**src/iws_pkg.sv**
```systemverilog
package iws_pkg;

  // Default number of frames that may wait for transmission.
  localparam int DEFAULT_QUEUE_DEPTH = 255;

  // Most frames that one kick sends.
  localparam int MAX_FRAMES = 63;

  // Depth of the command queue between front and back.
  localparam int QUEUE_ENTRIES = 4;
  localparam int QPTR_W = $clog2(QUEUE_ENTRIES);

  // Input command codes.
  localparam logic [1:0] CMD_ENQUEUE = 2'd0;
  localparam logic [1:0] CMD_KICK    = 2'd1;
  localparam logic [1:0] CMD_ACK     = 2'd2;

  // Result kinds.
  localparam logic [1:0] KIND_FRAME = 2'd0;
  localparam logic [1:0] KIND_ACK   = 2'd1;
  localparam logic [1:0] KIND_ENQ   = 2'd2;

  // Timer actions.
  localparam logic [1:0] TMR_NONE       = 2'd0;
  localparam logic [1:0] TMR_START_T1   = 2'd1;
  localparam logic [1:0] TMR_START_T3   = 2'd2;
  localparam logic [1:0] TMR_RESTART_T1 = 2'd3;

  // Configuration register indexes.
  localparam logic [1:0] CFG_EXTENDED = 2'd0;
  localparam logic [1:0] CFG_WINDOW   = 2'd1;
  localparam logic [1:0] CFG_DAMA     = 2'd2;

  // Operations that the front hands to the back.
  typedef enum logic [1:0] {
    OP_ENQ,
    OP_KICK,
    OP_ACK
  } op_t;

  // One queued operation with its sequence numbers already reduced.
  typedef struct packed {
    op_t        op;
    logic [6:0] nr;
    logic [6:0] vr;
  } q_entry_t;

  // Configuration as seen by the back.
  typedef struct packed {
    logic       extended;
    logic [5:0] window;
    logic       dama;
  } cfg_t;

  // Back sequencer states.
  typedef enum logic {
    BK_IDLE,
    BK_SEND
  } back_state_t;

endpackage

```
**src/iws_front.sv**
```systemverilog
module iws_front
  import iws_pkg::*;
(
  input  logic        clk,
  input  logic        rst,
  input  logic        extended,
  input  logic        s_tvalid,
  output logic        s_tready,
  // s_tdata fields, low bit up: ack_number[6:0], receive_seq[6:0],
  // link_connected, peer_busy.
  input  logic [15:0] s_tdata,
  // s_tuser fields, low bit up: command[1:0].
  input  logic [1:0]  s_tuser,
  input  logic        q_full,
  output logic        q_push,
  output q_entry_t    q_entry
);

  logic [6:0] mask;
  logic       keep;
  logic       connected;
  logic       busy;

  assign mask      = extended ? 7'h7f : 7'h07;
  assign connected = s_tdata[14];
  assign busy      = s_tdata[15];

  // Every transaction is taken while the queue has room; some are dropped.
  assign s_tready = !q_full;

  // Decode the command and drop those that can never produce results.
  always_comb begin
    keep       = 1'b0;
    q_entry.op = OP_ENQ;
    q_entry.nr = s_tdata[6:0] & mask;
    q_entry.vr = s_tdata[13:7] & mask;
    unique case (s_tuser)
      CMD_ENQUEUE: begin
        keep       = 1'b1;
        q_entry.op = OP_ENQ;
      end
      CMD_KICK: begin
        keep       = connected && !busy;
        q_entry.op = OP_KICK;
      end
      CMD_ACK: begin
        keep       = 1'b1;
        q_entry.op = OP_ACK;
      end
      default: begin
        keep = 1'b0;
      end
    endcase
  end

  assign q_push = s_tvalid && s_tready && keep;

  // A push never lands on a full queue.
  assert property (@(posedge clk) disable iff (rst) q_push |-> !q_full)
    else $error("front pushed into a full queue");

endmodule

```
**src/iws_fifo.sv**
```systemverilog
module iws_fifo
  import iws_pkg::*;
(
  input  logic     clk,
  input  logic     rst,
  input  logic     push,
  input  q_entry_t wr_entry,
  output logic     full,
  input  logic     pop,
  output logic     rd_valid,
  output q_entry_t rd_entry
);

  q_entry_t          entries [QUEUE_ENTRIES];
  logic [QPTR_W-1:0] wr_ptr;
  logic [QPTR_W-1:0] rd_ptr;
  logic [QPTR_W:0]   count;

  assign full     = (count == (QPTR_W+1)'(QUEUE_ENTRIES));
  assign rd_valid = (count != '0);
  assign rd_entry = entries[rd_ptr];

  // Pointers and fill level.
  always_ff @(posedge clk) begin
    if (rst) begin
      wr_ptr <= '0;
      rd_ptr <= '0;
      count  <= '0;
    end else begin
      if (push) wr_ptr <= wr_ptr + 1'b1;
      if (pop)  rd_ptr <= rd_ptr + 1'b1;
      if (push && !pop) count <= count + 1'b1;
      else if (pop && !push) count <= count - 1'b1;
    end
  end

  // Entry storage.
  always_ff @(posedge clk) begin
    if (push) entries[wr_ptr] <= wr_entry;
  end

  // The back only takes an entry that is present.
  assert property (@(posedge clk) disable iff (rst) pop |-> rd_valid)
    else $error("queue popped while empty");

endmodule

```
**src/iws_back.sv**
```systemverilog
module iws_back
  import iws_pkg::*;
#(
  parameter int QUEUE_DEPTH = DEFAULT_QUEUE_DEPTH
) (
  input  logic        clk,
  input  logic        rst,
  input  cfg_t        cfg,
  input  logic        q_valid,
  input  q_entry_t    q_entry,
  output logic        q_pop,
  output logic        m_tvalid,
  input  logic        m_tready,
  output logic [31:0] m_tdata,
  output logic [1:0]  m_tuser,
  output logic        m_tlast
);

  localparam int WCW = $clog2(QUEUE_DEPTH + 1);

  function automatic logic [15:0] make_cw(input logic ext, input logic [6:0] ns,
                                          input logic [6:0] nr, input logic p);
    if (ext) return {nr, p, ns, 1'b0};
    return {8'h00, nr[2:0], p, ns[2:0], 1'b0};
  endfunction

  back_state_t state, state_next;
  logic [6:0]  send_state, send_state_next;
  logic [6:0]  ack_state, ack_state_next;
  logic [WCW-1:0] waiting, waiting_next;
  logic [6:0]  unacked, unacked_next;
  logic        t1_running, t1_running_next;
  logic [6:0]  cur, cur_next;
  logic [6:0]  end_seq, end_seq_next;
  logic [6:0]  vr_hold, vr_hold_next;
  logic [5:0]  frame_cnt, frame_cnt_next;
  logic        out_valid, out_valid_next;

  logic [1:0]  out_kind, out_kind_next;
  logic [15:0] out_cw, out_cw_next;
  logic        out_poll, out_poll_next;
  logic [6:0]  out_seq, out_seq_next;
  logic        out_acked, out_acked_next;
  logic        out_full, out_full_next;
  logic [1:0]  out_timer, out_timer_next;
  logic        out_last, out_last_next;
  logic        load_out;

  logic [6:0]  mask, va, vs, w_eff, end_calc, start, d_raw, d_ack, nxt;
  logic        slot_free, closing, stop, full;

  assign slot_free = !out_valid || m_tready;
  assign mask      = cfg.extended ? 7'h7f : 7'h07;
  assign va        = ack_state & mask;
  assign vs        = send_state & mask;

  // Effective window: zero counts as one, and it stays below the modulus.
  always_comb begin
    w_eff = {1'b0, cfg.window};
    if (w_eff == 7'd0) w_eff = 7'd1;
    if (!cfg.extended && w_eff >= 7'd8) w_eff = 7'd7;
  end

  assign end_calc = (va + w_eff) & mask;
  assign start    = (unacked == 7'd0) ? va : vs;
  assign d_raw    = (q_entry.nr - va) & mask;
  assign d_ack    = (d_raw > unacked) ? unacked : d_raw;
  assign full     = (waiting >= WCW'(QUEUE_DEPTH));
  assign nxt      = (cur + 7'd1) & mask;
  assign closing  = (nxt == end_seq);
  assign stop     = closing || (waiting == WCW'(1)) || (frame_cnt == 6'(MAX_FRAMES - 1));

  // Sequencer: status results, and one frame per cycle on a kick unless stalled.
  always_comb begin
    state_next      = state;
    send_state_next = send_state;
    ack_state_next  = ack_state;
    waiting_next    = waiting;
    unacked_next    = unacked;
    t1_running_next = t1_running;
    cur_next        = cur;
    end_seq_next    = end_seq;
    vr_hold_next    = vr_hold;
    frame_cnt_next  = frame_cnt;
    q_pop           = 1'b0;
    load_out        = 1'b0;
    out_kind_next   = KIND_FRAME;
    out_cw_next     = '0;
    out_poll_next   = 1'b0;
    out_seq_next    = '0;
    out_acked_next  = 1'b0;
    out_full_next   = 1'b0;
    out_timer_next  = TMR_NONE;
    out_last_next   = 1'b0;
    unique case (state)
      BK_IDLE: begin
        if (q_valid && slot_free) begin
          q_pop = 1'b1;
          unique case (q_entry.op)
            OP_ENQ: begin
              load_out      = 1'b1;
              out_kind_next = KIND_ENQ;
              out_full_next = full;
              out_last_next = 1'b1;
              if (!full) waiting_next = waiting + 1'b1;
            end
            OP_ACK: begin
              load_out      = 1'b1;
              out_kind_next = KIND_ACK;
              out_last_next = 1'b1;
              if (vs == q_entry.nr || va != q_entry.nr) begin
                ack_state_next = (va + d_ack) & mask;
                unacked_next   = unacked - d_ack;
                out_acked_next = 1'b1;
                if (vs == q_entry.nr) begin
                  out_timer_next  = TMR_START_T3;
                  t1_running_next = 1'b0;
                end else begin
                  out_timer_next  = TMR_RESTART_T1;
                  t1_running_next = 1'b1;
                end
              end
            end
            OP_KICK: begin
              if (waiting != '0 && start != end_calc) begin
                state_next     = BK_SEND;
                cur_next       = start;
                end_seq_next   = end_calc;
                vr_hold_next   = q_entry.vr;
                frame_cnt_next = '0;
              end
            end
            default: begin
            end
          endcase
        end
      end
      BK_SEND: begin
        if (slot_free) begin
          load_out        = 1'b1;
          out_kind_next   = KIND_FRAME;
          out_poll_next   = closing && !cfg.dama;
          out_cw_next     = make_cw(cfg.extended, cur, vr_hold, closing && !cfg.dama);
          out_seq_next    = cur;
          send_state_next = nxt;
          cur_next        = nxt;
          waiting_next    = waiting - 1'b1;
          frame_cnt_next  = frame_cnt + 1'b1;
          if (unacked != 7'd127) unacked_next = unacked + 1'b1;
          if (stop) begin
            out_last_next   = 1'b1;
            out_timer_next  = t1_running ? TMR_NONE : TMR_START_T1;
            t1_running_next = 1'b1;
            state_next      = BK_IDLE;
          end
        end
      end
      default: begin
        state_next = BK_IDLE;
      end
    endcase
    if (load_out) out_valid_next = 1'b1;
    else if (m_tready) out_valid_next = 1'b0;
    else out_valid_next = out_valid;
  end

  // Control state and link variables.
  always_ff @(posedge clk) begin
    if (rst) begin
      state      <= BK_IDLE;
      send_state <= '0;
      ack_state  <= '0;
      waiting    <= '0;
      unacked    <= '0;
      t1_running <= 1'b0;
      frame_cnt  <= '0;
      out_valid  <= 1'b0;
    end else begin
      state      <= state_next;
      send_state <= send_state_next;
      ack_state  <= ack_state_next;
      waiting    <= waiting_next;
      unacked    <= unacked_next;
      t1_running <= t1_running_next;
      frame_cnt  <= frame_cnt_next;
      out_valid  <= out_valid_next;
    end
  end

  // Kick working registers and the output register.
  always_ff @(posedge clk) begin
    cur     <= cur_next;
    end_seq <= end_seq_next;
    vr_hold <= vr_hold_next;
    if (load_out) begin
      out_kind  <= out_kind_next;
      out_cw    <= out_cw_next;
      out_poll  <= out_poll_next;
      out_seq   <= out_seq_next;
      out_acked <= out_acked_next;
      out_full  <= out_full_next;
      out_timer <= out_timer_next;
      out_last  <= out_last_next;
    end
  end

  assign m_tvalid = out_valid;
  assign m_tuser  = out_kind;
  assign m_tlast  = out_last;
  assign m_tdata  = {4'b0000, out_timer, out_full, out_acked, out_seq, out_poll, out_cw};

  // A kick in progress always has a frame left to send.
  assert property (@(posedge clk) disable iff (rst) state == BK_SEND |-> waiting != '0)
    else $error("sending with no frame waiting");

  // A stalled result freezes the kick in progress.
  assert property (@(posedge clk) disable iff (rst)
    (state == BK_SEND && out_valid && !m_tready) |=> $stable(cur) && $stable(waiting))
    else $error("kick advanced while the output was stalled");

  // A kick never runs past its frame limit.
  assert property (@(posedge clk) disable iff (rst)
    state == BK_SEND |-> frame_cnt < 6'(MAX_FRAMES))
    else $error("kick exceeded its frame limit");

  // The waiting count stays within the queue depth.
  assert property (@(posedge clk) disable iff (rst) waiting <= WCW'(QUEUE_DEPTH))
    else $error("waiting count above queue depth");

endmodule

```
**src/iframe_window_sender.sv**
```systemverilog
// Sender half of a sliding-window link layer with modulo 8 or 128 numbering.
// Commands arrive on the s_ stream: enqueue counts one waiting frame, kick
// sends waiting frames while the window is open, ack applies a received N(R).
// Each result leaves on the m_ stream; tuser gives its kind and tlast marks
// the final result of one command. Enqueue and ack give exactly one result,
// a kick gives zero to 63 frame results, an unknown command gives none.
// An enqueue or ack result passes through the command queue and the output
// register. A kick first sets up in the back, then sends one frame per
// cycle while the receiver does not stall. A four-entry command queue sits
// between the front and the back, so inputs keep flowing while the back
// works on a kick. Configuration writes on cfg_ are always ready and take
// effect at once; they must be made while the block is idle, which the
// block itself does not enforce.
// Reset (rst, synchronous) clears V(S), V(A), both counts, the T1 flag and
// the queue, and loads the registers with modulo 8, window 2, no DAMA slave.
// When the receiver stalls, the output register holds its result, the back
// waits, and the input side stays ready until the command queue is full.
module iframe_window_sender
  import iws_pkg::*;
#(
  parameter int QUEUE_DEPTH = DEFAULT_QUEUE_DEPTH
) (
  input  logic        clk,
  input  logic        rst,
  input  logic        s_tvalid,
  output logic        s_tready,
  // Fields, low bit up: ack_number[6:0], receive_seq[6:0], link_connected,
  // peer_busy.
  input  logic [15:0] s_tdata,
  // Fields, low bit up: command[1:0].
  input  logic [1:0]  s_tuser,
  output logic        m_tvalid,
  input  logic        m_tready,
  // Fields, low bit up: control_word[15:0], poll, sent_seq[6:0], acked,
  // queue_full, timer_action[1:0], four zero bits.
  output logic [31:0] m_tdata,
  // Fields, low bit up: kind[1:0].
  output logic [1:0]  m_tuser,
  output logic        m_tlast,
  input  logic        cfg_valid,
  output logic        cfg_ready,
  input  logic [1:0]  cfg_index,
  input  logic [5:0]  cfg_data
);

  cfg_t     cfg;
  logic     q_full;
  logic     q_push;
  q_entry_t push_entry;
  logic     q_pop;
  logic     q_valid;
  q_entry_t pop_entry;

  assign cfg_ready = 1'b1;

  // Configuration registers.
  always_ff @(posedge clk) begin
    if (rst) begin
      cfg.extended <= 1'b0;
      cfg.window   <= 6'd2;
      cfg.dama     <= 1'b0;
    end else if (cfg_valid && cfg_ready) begin
      unique case (cfg_index)
        CFG_EXTENDED: cfg.extended <= cfg_data[0];
        CFG_WINDOW:   cfg.window   <= cfg_data;
        CFG_DAMA:     cfg.dama     <= cfg_data[0];
        default: begin
        end
      endcase
    end
  end

  iws_front u_front (
    .clk      (clk),
    .rst      (rst),
    .extended (cfg.extended),
    .s_tvalid (s_tvalid),
    .s_tready (s_tready),
    .s_tdata  (s_tdata),
    .s_tuser  (s_tuser),
    .q_full   (q_full),
    .q_push   (q_push),
    .q_entry  (push_entry)
  );

  iws_fifo u_fifo (
    .clk      (clk),
    .rst      (rst),
    .push     (q_push),
    .wr_entry (push_entry),
    .full     (q_full),
    .pop      (q_pop),
    .rd_valid (q_valid),
    .rd_entry (pop_entry)
  );

  iws_back #(
    .QUEUE_DEPTH (QUEUE_DEPTH)
  ) u_back (
    .clk      (clk),
    .rst      (rst),
    .cfg      (cfg),
    .q_valid  (q_valid),
    .q_entry  (pop_entry),
    .q_pop    (q_pop),
    .m_tvalid (m_tvalid),
    .m_tready (m_tready),
    .m_tdata  (m_tdata),
    .m_tuser  (m_tuser),
    .m_tlast  (m_tlast)
  );

endmodule

```
**config.mk**
```make
export PLATFORM = sky130hd
export DESIGN_NAME = iframe_window_sender
export DESIGN_NICKNAME = d
export VERILOG_FILES = /design/src/iws_pkg.sv /design/src/iws_front.sv /design/src/iws_fifo.sv /design/src/iws_back.sv /design/src/iframe_window_sender.sv
export SDC_FILE = /design/constraint.sdc
export NUM_CORES = 1
export LEC_CHECK = 0
export BUFFER_PORTS_ARGS = -buffer_cell sky130_fd_sc_hd__buf_4
export CORE_MARGIN = 2
export CORE_UTILIZATION = 55
export CTS_BUF_LIST = sky130_fd_sc_hd__clkbuf_4 sky130_fd_sc_hd__clkbuf_8
export DETAILED_ROUTE_END_ITERATION = 16
export PLACE_DENSITY_LB_ADDON = 0.2
export SYNTH_ARGS = -nofsm -noshare
export SYNTH_HDL_FRONTEND = slang
export SYNTH_HIERARCHICAL = 1
export SYNTH_SLANG_ARGS = --single-unit
```
**constraint.sdc**
```tcl
create_clock -name clk -period 8.9 [get_ports clk]
set_input_delay 1.335 -clock clk [delete_from_list [all_inputs] [get_ports clk]]
set_output_delay 1.335 -clock clk [all_outputs]
set_load 0.01 [all_outputs]
```
==> flow_metrics.tcl, run 1 <==
set metrics [dict create \
    yosysWarnings 6 \
    n_fill_cell 1313 \
    synth_seq_cells 166 \
    cp_data_arrival_time_ps 6440 \
    worst_pin_slew_ps 1148 \
    final_util_pct 61.93 \
    avgSynthCellArea_um2 11.10 \
    cts_resized 0 \
    p_per_area_nw_per_um2 333.9 \
    finalSetupViolations 0 \
    path_max_fanout 16 \
    drc 0 \
    power.leakage_nw 3.726 \
    wl_per_cell_um 17.33 \
    drv_cap 0 \
    fmax_mhz 163.8 \
    postCtsSetupBuffers 0 \
    ctsLongestPathBuffers 2 \
    status "complete, no violations" \
    m1WireLength_mm 8.007 \
    antenna_found_initial 0 \
    gp_congestion 0.9212 \
    highest_layer "met4" \
    endpoint_kind "flop" \
    ant_nets 0 \
    grt_pass1_wl_mm 30.94 \
    hold_violations 0 \
    clk_pin_slew_ps 90 \
    via_per_inst 5.615 \
    hold_buffers 0 \
    start_util_pct 56.55 \
    die_h_um 132.0 \
    final_cells 1080 \
    root_buffer "clkbuf_8" \
    cts_buffers 17 \
    ios 69 \
    r2r-end "u_back/unacked[6]" \
    cp.required_ps 9240 \
    gr-total-overflow 0 \
    hold_depth 2 \
    period_share_pct 68.58 \
    rows 46 \
    drt_iter0_markers 396 \
    nets 932 \
    layout_commonest_cell "edfxtp_1" \
    cts_tree "yes" \
    crit_type "reg -> reg" \
    max_stage_delay_ps 570 \
    io_buffer_count 62 \
    met3_wirelength_um 683 \
    netlist_area_um2 9016 \
    synth_seq_area_share_pct 49.18 \
    grt_setup_unrepaired "no" \
    area_growth_pct 9.506 \
    drv_slew 0 \
    hold_slack_ps 497.3 \
    clock_latency_ps 450 \
    cts_max_level 4 \
    first_pass_iters 5 \
    finalCriticalPeriod_ps 6103 \
    ys.flop_type "edfxtp_1" \
    drive_above_1_share_pct 15.05 \
    cp-endpoint "u_back/unacked[6]" \
    vdd_ir_drop_max_mv 0.2327 \
    yosysUniqueCellTypes 65 \
    core_um2 15940 \
    cp_slowest_cell "mux4_2" \
    synth-edff-count 111 \
    grt_max_degree 59 \
    post-dp-hpwl_mm 13.68 \
    antenna_cells 0 \
    tns_ps 0 \
    wl_met2_mm 9.540 \
    grt_usage_pct 22.49 \
    vias 6064 \
    dp.cells 1048 \
    final_cell_mix "edfxtp_1 (111), nor2_1 (78), buf_4 (68)" \
    drt_wl_total_mm 18.72 \
    r2r.worst_path.cells 30 \
    fin_skew_ps 11.76 \
    synth_cells 812 \
    rrSetupSlack_ps 2800 \
    die_w_um 132.0 \
    hold_path.class "reg -> reg" \
    setup.worst_path.start_class "flop" \
    grt_pass1_vias 6129 \
    synthArstFlopShare_pct 0 \
    relSlewSlack_pct 23.27 \
    cts.sinks 166 \
    dieArea_um2 17430 \
]
[critical path: cells and delay by family, from the launching register on]
family / cells / cell delay [ps]
simple gates: 8 / 1000
xor+xnor: 1 / 160
compound gates: 6 / 880
mux: 5 / 1690
fa+ha+maj: 5 / 1360
buf+inv: 5 / 600
flops: 1 / 320
[registers in the layout, summed over array words and instances, names as in the netlist, 6 cells and up, named ones only]
signal,count
u_back/frame_cnt,6
cfg,8
u_fifo/entries,64
u_back/unacked,7
u_back/waiting,8
u_back/end_seq,7
u_back/out_cw,15
u_back/cur,7
u_back/vr_hold,7
u_back/ack_state,7
u_back/send_state,7
[worst min path at each step]
| stage | startpoint | endpoint | slack [ps] |
|---|---|---|---|
| floorplan | cfg[1] | cfg[1] | 450 |
| global placement | cfg[1] | cfg[1] | 470 |
| detailed placement | cfg[1] | cfg[1] | 480 |
| CTS | cfg[1] | cfg[1] | 500 |
| global route | cfg[1] | cfg[1] | 530 |
| finish | cfg[5] | cfg[5] | 500 |
[logic make-up after synthesis]
family | Yosys count | share of synthesized area [%]
mux | 57 | 8.951
xor+xnor | 56 | 5.440
simple gates | 287 | 16.46
other cells | 2 | 0.08330
flops | 166 | 49.18
fa+ha+maj | 50 | 7.355
buf+inv | 92 | 5.218
compound gates | 102 | 7.313
[area by class of cell]
cell class	count	area [µm²]	area share, %
sequential	166	4434	44.91
multi-input combinational	558	4126	41.79
timing repair buffer	68	510.5	5.170
tap	216	270.3	2.737
clock buffer	20	262.8	2.661
inverter	40	150.1	1.521
clock inverter	12	118.9	1.204
[where the power goes]
group | total (mW) | internal, mW | leakage, nW | switching, mW
registers | 1.08 | 0.983 | 1.46 | 0.0923
clock network | 0.520 | 0.240 | 0.195 | 0.280
logic | 1.70 | 0.770 | 2.07 | 0.930
total | 3.30 | 1.99 | 3.73 | 1.30
[routing by layer]
layer  GRT usage, %  vias up
li1               -     2944
met1          27.38     2959
met2          39.18      132
met3          4.498       29
met4          9.179        0
met5              0        -
[synthesized netlist by cell type, types with 3 or more instances]
cell type,count,area share [%]
and2_1,25,1.7
and4_1,3,0.29
dfxtp_1,55,12
and3_1,10,0.69
nor2b_1,9,0.62
inv_1,40,1.7
clkbuf_1,18,0.75
a21oi_1,34,1.9
mux4_1,6,1.7
nand4b_1,3,0.29
xor2_1,27,2.6
fa_1,5,1.1
mux2_2,6,0.75
buf_1,3,0.12
or3_1,5,0.35
buf_4,21,1.7
a21o_1,8,0.67
o21bai_1,3,0.25
buf_6,3,0.37
mux2i_1,33,3.7
nor4_1,4,0.28
edfxtp_1,111,37
a2111oi_0,5,0.49
ha_1,45,6.2
o22ai_1,5,0.35
mux4_2,10,2.5
or2_2,4,0.28
nand3b_1,5,0.42
o21ai_0,24,1.3
buf_2,6,0.33
xnor2_1,29,2.8
nand2_1,51,2.1
nor3_1,22,1.2
a211oi_1,6,0.50
nor2_1,78,3.2
nand3_1,17,0.94
nand2b_1,24,1.7
nor3b_1,6,0.50
nand4_1,10,0.69
[per-stage QoR]
| step | area (µm²) | total power [mW] | worst slack [ps] |
|---|---|---|---|
| final | 9873 | 3.296 | 2797 |
| after global routing | 9873 | 3.546 | 2309 |
| after CTS | 9873 | 3.314 | 2755 |
| after detailed placement | 9492 | 2.781 | 2776 |
| after global placement | 9492 | 2.727 | 3004 |
| after floorplan | 9031 | 2.417 | 3335 |
Note: power is estimated with default switching activity, not from simulation.
==> run 2, diff against run 1 <==
- clock period: 8.9 -> 5.9 ns (I/O delays scaled with it)
==> run 2 against run 1 <==
  * Setup slack got worse by 2500 ps
  * Clock power rose by 52%
  * Global-route usage rose by 0.16 points
  * Combinational power rose by 61%
  * Largest power group unchanged
==> flow_metrics.tcl, run 2 (synthesized netlist as in run 1, its figures left out) <==
set metrics [dict create \
    hold_buffers 0 \
    period_share_pct 95.55 \
    tns_ps 0 \
    cp-endpoint "u_back/unacked[6]" \
    grt_pass1_wl_mm 30.93 \
    crit_type "reg -> reg" \
    core_um2 15940 \
    ctsLongestPathBuffers 2 \
    final_util_pct 62.64 \
    finalCriticalPeriod_ps 5638 \
    root_buffer "clkbuf_8" \
    finalSetupViolations 0 \
    r2r.worst_path.cells 27 \
    endpoint_kind "flop" \
    drive_above_1_share_pct 17.20 \
    largest_register "u_fifo/entries" \
    io_buffer_count 62 \
    cp.required_ps 6260 \
    status "complete, no violations" \
    largest_reg_flops 64 \
    vias 6229 \
    gr-total-overflow 0 \
    layout_commonest_cell "edfxtp_1" \
    dieArea_um2 17430 \
    fmax_mhz 177.4 \
    antenna_cells 0 \
    clk_pin_slew_ps 90 \
    first_pass_iters 6 \
    final_cell_mix "edfxtp_1 (111), nor2_1 (78), buf_4 (76)" \
    setup.worst_path.start_class "flop" \
    r2r-end "u_back/unacked[6]" \
    power.leakage_nw 3.766 \
    finalWorstSetupSlack_ps 262.4 \
    rrSetupSlack_ps 260 \
    vdd_ir_drop_max_mv 0.4085 \
    cts.sinks 166 \
    final_cells 1088 \
    drc 0 \
    via_per_inst 5.725 \
    fin_skew_ps 18.31 \
    area_growth_pct 10.77 \
    path_max_fanout 5 \
    drt_iter0_markers 368 \
    cts_tree "yes" \
    ios 69 \
    hold_path.class "reg -> reg" \
    cts_max_level 4 \
    drv_slew 0 \
    rows 46 \
    dp.cells 1055 \
    die_w_um 132.0 \
    nets 940 \
    hold_violations 0 \
    grt_usage_pct 22.65 \
    hold_slack_ps 494.6 \
    n_fill_cell 1245 \
    grt_max_degree 59 \
    p_per_area_nw_per_um2 517.1 \
    relSlewSlack_pct 21.77 \
    grt_pass1_vias 6159 \
    antenna_found_initial 0 \
    dp_slack_ps 6.935 \
    start_util_pct 56.55 \
    drt_wl_total_mm 19.31 \
    cp_data_arrival_time_ps 5990 \
    ant_nets 0 \
    wl_per_cell_um 17.75 \
    clock_latency_ps 470 \
    reg_top3 "u_fifo/entries x64, u_back/out_cw x15" \
    post-dp-hpwl_mm 14.00 \
    min_from "cfg[5]" \
    drv_cap 0 \
    cts_buffers 17 \
    worst_pin_slew_ps 1171 \
    die_h_um 132.0 \
    gp_congestion 0.8997 \
]
## run 2: worst max-delay path: stages, from the launching register on
cell and delay (ps):
dfxtp_2 360, buf_4 130, mux4_2 560, ha_1 370, nand3_2 110, a21boi_2 220
mux2i_1 270, a41oi_2 170, ha_1 330, nand4_1 130, a21oi_2 200, nor3_4 80
nor2_4 150, mux2_4 340, inv_1 80, ha_1 150, inv_1 80, xnor2_1 170
nor2_1 70, ha_1 310, nor2b_1 150, o21ai_0 150, nand2_1 100, a21o_1 190
nand2_1 80, a21oi_1 70, mux2i_1 190, mux2_1 340
## run 2: through the flow
step / power [mW] / cell area (µm²)
finish: 5.164 / 9987
CTS: 5.123 / 9932
global route: 5.521 / 9987
detailed placement: 4.301 / 9544
floorplan: 3.647 / 9031
global placement: 4.196 / 9544
## run 2: area by class of cell
type | count | area (µm²) | area share (%)
Multi-Input combinational cell | 558 | 4175 | 41.81
Tap cell | 216 | 270.3 | 2.706
Clock inverter | 14 | 142.6 | 1.428
Timing Repair Buffer | 76 | 570.5 | 5.713
Sequential cell | 166 | 4437 | 44.42
Clock buffer | 18 | 241.5 | 2.418
Inverter | 40 | 150.1 | 1.503
## run 2: what timing repair did
action                     4_1_cts  5_1_grt
buffers inserted                 0        1
setup endpoints to repair        1        2
pin swaps                        0        2
gates resized for setup          1       16
## run 2: worst min-delay path by stage
| stage | end | slack (ps) | cells after the start |
|---|---|---|---|
| floorplan | cfg[1] | 450 | 2 |
| global placement | cfg[1] | 460 | 2 |
| detailed placement | cfg[5] | 490 | 2 |
| CTS | cfg[5] | 500 | 2 |
| global route | cfg[5] | 540 | 2 |
| finish | cfg[5] | 490 | 2 |
## run 2: metal layers
layer	vias up	track usage [%]	share of wire, %
li1	2969	-	-
met1	3042	27.30	42
met2	175	39.18	51
met3	43	4.998	4.9
met4	0	9.722	2.5
met5	-	0	0
## run 2: power breakdown
part           total (mW)  internal [mW]  switching (mW)
clock network       0.791          0.349           0.442
registers            1.63           1.48           0.149
logic                2.74           1.26            1.47
total                5.16           3.10            2.07
==> run 3, diff against run 2 <==
- PLACE_DENSITY_LB_ADDON: 0.2 -> 0.15
- clock period: 5.9 -> 6.3 ns (I/O delays scaled with it)
==> run 3 against run 2 <==
  * Die area did not move
  * Critical path depth up 2
  * Worst hold slack lost 6.3 ps
  * Clock power shrank 2%
  * Non-clock buffer count down 7
  * Combinational power fell by 11%
  * Core utilization shrank 0.51 points
  * Via count shrank 2.9%
  * Setup slack better by 190 ps
  * Critical endpoint unchanged
==> flow_metrics.tcl, run 3 (synthesized netlist as in run 1, its figures left out) <==
set metrics [dict create \
    core_um2 15940 \
    hold_slack_ps 488.3 \
    antenna_cells 0 \
    fin_skew_ps 14.11 \
    cp_slowest_cell "mux4_2" \
    grt_pass1_vias 6137 \
    max_stage_delay_ps 560 \
    area_growth_pct 9.867 \
    drt_iter0_markers 436 \
    path_max_fanout 8 \
    rrSetupSlack_ps 460 \
    rows 46 \
    layout_commonest_cell "edfxtp_1" \
    gp_congestion 0.9334 \
    die_h_um 132.0 \
    dp_slack_ps 232.3 \
    fmax_mhz 171.1 \
    power.leakage_nw 3.735 \
    min_from "cfg[1]" \
    grt_pass1_wl_mm 30.98 \
    final_cell_mix "edfxtp_1 (111), nor2_1 (78), buf_4 (69)" \
    finalCriticalPeriod_ps 5844 \
    worst_pin_slew_ps 1237 \
    cts_max_level 4 \
    post-dp-hpwl_mm 13.66 \
    clk_pin_slew_ps 100 \
    finalWorstSetupSlack_ps 456.5 \
    die_w_um 132.0 \
    largest_reg_flops 64 \
    n_fill_cell 1305 \
    vdd_ir_drop_max_mv 0.3879 \
    final_cells 1081 \
    reg_top3 "u_fifo/entries x64, u_back/out_cw x15" \
    nets 933 \
    drive_above_1_share_pct 15.38 \
    tns_ps 0 \
    clock_latency_ps 460 \
    grt_max_degree 59 \
    vias 6048 \
    cp.required_ps 6650 \
    cp_data_arrival_time_ps 6200 \
    drv_slew 0 \
    setup.worst_path.start_class "flop" \
    period_share_pct 92.75 \
    finalPower_mw 4.735 \
    wl_per_cell_um 17.56 \
    cts_tree "yes" \
    hold_violations 0 \
    cts.sinks 166 \
    io_buffer_count 62 \
    status "complete, no violations" \
    relSlewSlack_pct 17.31 \
    cts_buffers 17 \
    finalSetupViolations 0 \
    largest_register "u_fifo/entries" \
    dieArea_um2 17430 \
    hold_buffers 0 \
    drt_wl_total_mm 18.98 \
    crit_type "reg -> reg" \
    final_util_pct 62.13 \
    first_pass_iters 4 \
    root_buffer "clkbuf_8" \
    ios 69 \
    ant_nets 0 \
    via_per_inst 5.595 \
    antenna_found_initial 0 \
    start_util_pct 56.55 \
    grt_usage_pct 22.72 \
    endpoint_kind "flop" \
    grt_setup_unrepaired "no" \
    dp.cells 1049 \
    drv_cap 0 \
    place_area_um2 9499 \
    postLayoutCellArea_um2 9906 \
    hold_path.class "reg -> reg" \
    p_per_area_nw_per_um2 478.0 \
    drc 0 \
    ctsLongestPathBuffers 2 \
    gr-total-overflow 0 \
]
## run 3: cell type report
cell class | instances | area (µm²) | area share (%)
repair buffers | 69 | 518.0 | 5.229
inverters | 40 | 150.1 | 1.516
flip-flops and latches | 166 | 4436 | 44.78
multi-input cells | 558 | 4131 | 41.71
clock inverters | 14 | 158.9 | 1.604
well taps | 216 | 270.3 | 2.728
clock buffers | 18 | 241.5 | 2.438
## run 3: path summary, 6_finish.rpt
path / to / depth (start not counted)
setup / recovery: u_back/unacked[6] / 29
hold / removal: cfg[1] / 2
hold reg to reg: cfg[1] / 2
setup reg to reg: u_back/unacked[6] / 29
## run 3: metal layers
layer	GRT usage (%)	share of wire (%)	routed length, µm	vias up
li1	-	-	-	2947
met1	28.20	44	8436	2935
met3	4.767	4.3	807	24
met4	8.454	1.9	365	0
met5	0	0	0	-
met2	39.18	49	9375	142
## run 3: worst max-delay path: cells and delay by family (launching register included)
| family | cells | cell delay, ps |
|---|---|---|
| buf+inv | 4 | 280 |
| flops | 1 | 470 |
| fa+ha+maj | 5 | 1340 |
| compound gates | 6 | 910 |
| simple gates | 8 | 910 |
| xor+xnor | 1 | 160 |
| mux | 5 | 1660 |
## run 3: what timing repair did
action | in CTS | in global routing
endpoints found under the hold margin | 0 | 0
setup endpoints to repair | 0 | 1
buffers inserted | 0 | 0
resized for setup | 0 | 2
## run 3: where the power goes
part	switching (mW)	leakage [nW]	internal (mW)
registers	0.141	1.46	1.39
clock network	0.440	0.198	0.337
logic	1.33	2.08	1.10
